### config.mk
export PLATFORM = sky130hd
export DESIGN_NAME = plr_search
export DESIGN_NICKNAME = d
export VERILOG_FILES = /design/src/hdl/plr_pkg.sv /design/src/hdl/plr_search.sv
export SDC_FILE = /design/constraint.sdc
export NUM_CORES = 1
export LEC_CHECK = 0
export ABC_AREA = 1
export BUFFER_PORTS_ARGS = -buffer_cell sky130_fd_sc_hd__buf_2
export CORE_MARGIN = 1.5
export CORE_UTILIZATION = 51
export DETAILED_ROUTE_END_ITERATION = 12
export HOLD_SLACK_MARGIN = 0.15
export PLACE_DENSITY_LB_ADDON = 0.08
export SYNTH_ARGS = -nofsm -noshare
export SYNTH_HDL_FRONTEND = slang
export SYNTH_SLANG_ARGS = --single-unit
export TNS_END_PERCENT = 1
### constraint.sdc
create_clock -name aclk -period 12.18 [get_ports aclk]
set_clock_uncertainty 0.2 [all_clocks]
set_input_delay 2.436 -clock aclk [delete_from_list [all_inputs] [get_ports aclk]]
set_output_delay 2.436 -clock aclk [all_outputs]
set_load 0.05 [all_outputs]
### src/hdl/plr_pkg.sv
`timescale 1ns / 1ps
`default_nettype none

package plr_pkg;

    // Table geometry
    localparam int TABLE_DEPTH = 4096;
    localparam int ADDR_W      = (TABLE_DEPTH > 1) ? $clog2(TABLE_DEPTH) : 1;
    localparam int CNT_W       = $clog2(TABLE_DEPTH + 1);   // holds 0 .. TABLE_DEPTH

    // Fixed field widths
    localparam int SLOT_W   = 12;
    localparam int START_W  = 32;
    localparam int LENGTH_W = 16;
    localparam int POS_W    = 32;
    localparam int INDEX_W  = 13;
    localparam int COUNT_W  = 13;
    localparam int SIZE_W   = 32;

    // Stream packing
    localparam int S_TDATA_W = 96;
    localparam int M_TDATA_W = 16;

    // Opcodes
    localparam logic OP_WRITE = 1'b0;
    localparam logic OP_QUERY = 1'b1;

    // Status codes
    localparam logic STATUS_OK    = 1'b0;
    localparam logic STATUS_RANGE = 1'b1;

    // Configuration register indexes
    localparam logic CFG_RECORD_COUNT = 1'b0;
    localparam logic CFG_TEXT_SIZE    = 1'b1;

    typedef struct packed {
        logic              en;
        logic [ADDR_W-1:0] addr;
    } tbl_rd_t;

    typedef struct packed {
        logic                en;
        logic [ADDR_W-1:0]   addr;
        logic [START_W-1:0]  start;
        logic [LENGTH_W-1:0] length;
    } tbl_wr_t;

    typedef struct packed {
        logic               status;
        logic [INDEX_W-1:0] index;
    } res_t;

endpackage

`default_nettype wire

### src/hdl/plr_search.sv
`timescale 1ns / 1ps
`default_nettype none

module plr_search
    import plr_pkg::*;
(
    input  wire logic                aclk,
    input  wire logic                aresetn,
    // item side
    input  wire logic                in_valid,
    output logic                     in_ready,
    input  wire logic                in_opcode,
    input  wire logic [SLOT_W-1:0]   in_slot,
    input  wire logic [START_W-1:0]  in_start,
    input  wire logic [LENGTH_W-1:0] in_length,
    input  wire logic [POS_W-1:0]    in_position,
    // configuration
    input  wire logic [CNT_W-1:0]    count_eff,
    input  wire logic [SIZE_W-1:0]   text_size,
    // table ports
    output tbl_wr_t                  wr,
    output tbl_rd_t                  rd,
    input  wire logic [START_W-1:0]  rd_start,
    input  wire logic [LENGTH_W-1:0] rd_length,
    // result side
    output logic                     res_valid,
    input  wire logic                res_ready,
    output res_t                     res
);

    localparam logic [1:0] ST_IDLE  = 2'd0;
    localparam logic [1:0] ST_PROBE = 2'd1;
    localparam logic [1:0] ST_DONE  = 2'd2;

    localparam int WIDE_W = SLOT_W + CNT_W;

    logic [1:0]       state_reg, state_next;
    logic [CNT_W-1:0] base_reg, base_next;
    logic [CNT_W-1:0] size_reg, size_next;
    logic [CNT_W-1:0] half_reg, half_next;
    logic [POS_W-1:0] pos_reg, pos_next;
    res_t             res_reg, res_next;

    logic [CNT_W-1:0]   probe;
    logic [CNT_W-1:0]   hi_base;
    logic [CNT_W-1:0]   hi_size;
    logic [CNT_W-1:0]   nb;
    logic [CNT_W-1:0]   ns;
    logic [CNT_W-1:0]   nh;
    logic [CNT_W-1:0]   next_probe;
    logic [START_W:0]   end_pos;
    logic               below;
    logic               above;
    logic               slot_ok;

    assign in_ready  = (state_reg == ST_IDLE);
    assign res_valid = (state_reg == ST_DONE);
    assign res       = res_reg;

    // Probe arithmetic runs on narrow index values beside the wide compare
    assign probe      = base_reg + half_reg;
    assign hi_base    = base_reg + half_reg + CNT_W'(1);
    assign hi_size    = size_reg[0] ? half_reg : half_reg - CNT_W'(1);
    assign end_pos    = {1'b0, rd_start} + (START_W + 1)'(rd_length);
    assign below      = pos_reg < rd_start;
    assign above      = {1'b0, pos_reg} > end_pos;
    assign nb         = above ? hi_base : base_reg;
    assign ns         = above ? hi_size : half_reg;
    assign nh         = ns >> 1;
    assign next_probe = nb + nh;
    assign slot_ok    = WIDE_W'(in_slot) < WIDE_W'(TABLE_DEPTH);

    always_comb begin
        state_next = state_reg;
        base_next  = base_reg;
        size_next  = size_reg;
        half_next  = half_reg;
        pos_next   = pos_reg;
        res_next   = res_reg;
        rd         = '0;
        wr         = '0;
        case (state_reg)
            ST_IDLE: begin
                if (in_valid) begin
                    state_next = ST_DONE;
                    if (in_opcode == OP_WRITE) begin
                        wr.en        = slot_ok;
                        wr.addr      = ADDR_W'(in_slot);
                        wr.start     = in_start;
                        wr.length    = in_length;
                        res_next     = '{status: STATUS_OK, index: INDEX_W'(in_slot)};
                    end else if (in_position >= text_size) begin
                        res_next     = '{status: STATUS_RANGE, index: '0};
                    end else if (count_eff == '0) begin
                        res_next     = '{status: STATUS_OK, index: '0};
                    end else begin
                        rd.en        = 1'b1;
                        rd.addr      = ADDR_W'(count_eff >> 1);
                        base_next    = '0;
                        size_next    = count_eff;
                        half_next    = count_eff >> 1;
                        pos_next     = in_position;
                        state_next   = ST_PROBE;
                    end
                end
            end
            ST_PROBE: begin
                if (!below && !above) begin
                    res_next   = '{status: STATUS_OK, index: INDEX_W'(probe)};
                    state_next = ST_DONE;
                end else if (ns == '0) begin
                    res_next   = '{status: STATUS_OK, index: INDEX_W'(nb)};
                    state_next = ST_DONE;
                end else begin
                    // issue the next probe straight from the compare
                    rd.en     = 1'b1;
                    rd.addr   = next_probe[ADDR_W-1:0];
                    base_next = nb;
                    size_next = ns;
                    half_next = nh;
                end
            end
            ST_DONE: begin
                if (res_ready) begin
                    state_next = ST_IDLE;
                end
            end
            default: begin
                state_next = ST_IDLE;
            end
        endcase
    end

    always_ff @(posedge aclk) begin
        if (!aresetn) begin
            state_reg <= ST_IDLE;
        end else begin
            state_reg <= state_next;
        end
    end

    always_ff @(posedge aclk) begin
        base_reg <= base_next;
        size_reg <= size_next;
        half_reg <= half_next;
        pos_reg  <= pos_next;
        res_reg  <= res_next;
    end

endmodule

`default_nettype wire

==> out/qor.csv <==
metric,value,unit
Post-Place Cells,1780,
final setup TNS,0,ns
Hold Path Stages,3,
Final period util,93.73,%
I/O pin count,280,
Critical R2R Launch,pos_reg[28]$_DFFE_PP_,
Max-cap violations,0,
Site Rows,48,
post-synth net total,1625,
max FFs per register,32,
"Top cell by count, worst path",nand2_1,
Pleak,6.220,nW
crit-path max cell delay,0.35,ns
max-slew violation total from the final report,0,
Mapped Avg Cell Area,7.075,um^2
met1 Usage GRT,33.82,%
fraction of layout cells with a size suffix above 1,22.47,%
"Area growth, synth to finish",21.03,%
HP Start,state_reg[1]$_SDFFE_PN0P_,
Hold Crit Class,reg -> reg,
die span in y,137.1,um
WL/cell,14.43,um
antenna cell count,0,
#FFs+latches synth,74,
DP HPWL,21710,um
via count,9284,
most frequent cells in the layout,"buf_2 (279), inv_1 (259), nand2_1 (244)",
cells on worst reg2reg path,15,
Port-buffer cells,279,
Iter 0 DRT Violations,548,
Final Critical Period,11.42,ns
root buffer cell,clkbuf_16,
slew at the pin with the worst max-slew slack,1.010,ns
gp weighted congestion,0.9315,
CP Class,in -> out,
Worst Hold End,state_reg[1]$_SDFFE_PN0P_,
initial antenna violation count,0,
Worst-Skew Late Latency,0.35,ns
Critical Path RT,9.54,ns
Ys Warns,0,
Power Dens Cells,109.6,nW/um^2
R2R Path End,res[8]$_DFFE_PP_,
R2R Setup Slk,7.97,ns
RSZ-0062 raised after global routing,no,
status,"finished, final reports clean",
met3 Usage GRT,3.926,%
clk buf depth,2,
# nets final,1895,
maximum VDD drop,73.58,uV
Final Hold Viols,0,
clk sinks,74,
first drt pass iteration count,5,
"antenna viol nets, final",0,
Rel. slew slack,32.45,%
GR Overflow Total,0,
Final setup violation count,0,
"Slowest-stage cell, CP",ha_1,
CTS tree,yes,
clock slew at reported path FFs,0.06,ns
largest net degree at the start of global routing,62,
met2 GRT Util,46.76,%
DRC errors left,0,
synthesized area,9169,um^2
Synth Flop Type,edfxtp_1,
worst hold margin,0.4609,ns
fmax,87.59,MHz
Die Wd,137.1,um
Vias/cell,5.169,
number of CTS-inserted buffers,9,
global-route wire length before repair,39610,um
gate count of the mapped netlist,1296,
crit path from,rd_start[2],
"Arr. time, crit path",8.78,ns
CORE AREA,17420,um^2
initial core utilization,52.64,%
Top Usage Layer GRT,met2,
"FFs w/ async S/R, synth",0,%
vias in the first global route,8328,
crit path capture type,output pin,
global-route usage over all layers,27.11,%
Crit Path Max Fanout,20,
die area,18790,um^2
sequential element share of the synthesized area,24.02,%
Synth cell types,51,
H-tree depth,3,
drt total wl,25920,um
Critical Path Source Type,input port,
"commonest non-fill, non-tap cell in the layout",buf_2,
Post-synth EDFFs,72,
Finished Layout Cells,1796,
[critical path, delay by kind of cell]
kind | cells | cell delay (ns)
compound gates | 16 | 2.72
xor+xnor | 1 | 0.14
buf+inv | 4 | 0.67
simple gates | 14 | 1.84
fa+ha+maj | 3 | 0.95
[routing by layer]
layer / part of all wire (%) / wire length [um] / vias to the layer above
li1: - / - / 4778
met5: 0 / 0 / -
met4: 3.3 / 865 / 0
met2: 47 / 12300 / 343
met1: 43 / 11160 / 4096
met3: 6.2 / 1602 / 67
[worst max-delay path by stage]
stage,cells past startpoint,endpoint
after global placement,40,rd[11]
after global routing,38,rd[10]
final,38,rd[10]
after CTS,41,rd[10]
after floorplan,36,rd[10]
after detailed placement,37,rd[10]
[cell type report]
| cell class | count | area, um^2 |
|---|---|---|
| Timing Repair Buffer | 282 | 1419 |
| Fill cell | 1641 | 6320 |
| Tap cell | 225 | 281.5 |
| Clock buffer | 11 | 242.7 |
| Sequential cell | 74 | 2202 |
| Inverter | 261 | 979.7 |
| Multi-Input combinational cell | 938 | 5847 |
| Clock inverter | 5 | 125.1 |
[Yosys cell counts (9+ instances only)]
cell type	instances	area, um^2
clkbuf_1	15	56.30
nor3_1	21	105.1
o21ai_0	63	315.3
nand2_2	16	100.1
nand2_1	245	919.6
nor2_1	140	525.5
nand4_1	19	118.9
a21oi_1	82	410.4
xor2_1	47	411.6
xnor2_1	14	122.6
nand3_1	52	260.3
ha_1	136	1702
o21ai_1	10	50.05
inv_1	259	972.2
edfxtp_1	72	2162
or2_2	9	56.30
[where the power goes]
part | leakage [nW] | switching (W) | internal (W)
registers | 0.692 | 0.0000156 | 0.000308
clock network | 0.180 | 0.000109 | 0.000226
logic | 5.35 | 0.000373 | 0.000184
total | 6.22 | 0.000498 | 0.000718
[repair_timing]
| item | in CTS | in global routing |
|---|---|---|
| hold buffers | 0 | 0 |
| setup buffers | 0 | 0 |
| resized for setup | 0 | 1 |
| endpoints found under the setup margin | 0 | 1 |
[metrics by stage]
| stage | utilization, % | cell area (um^2) | total power [W] | setup slack (ns) |
|---|---|---|---|---|
| CTS | 63.69 | 11090 | 0.001216 | 0.6870 |
| finish | 63.71 | 11100 | 0.001216 | 0.7637 |
| global route | 63.71 | 11100 | 0.001289 | 0.04006 |
| global placement | 61.58 | 10730 | 0.0008742 | 0.9524 |
| floorplan | - | 9169 | 0.0007288 | 1.046 |
| detailed placement | 61.58 | 10730 | 0.0008782 | 0.7340 |
[cell families (layout without fill, tap and decap cells)]
logic type	after synthesis	after routing	share of synthesized area (%)
simple gates	532	532	25.34
buf+inv	284	559	12.28
compound gates	206	206	13.32
fa+ha+maj	139	139	19.21
flops	74	74	24.02
xor+xnor	61	61	5.827
Power figures use the tool's default switching activity.
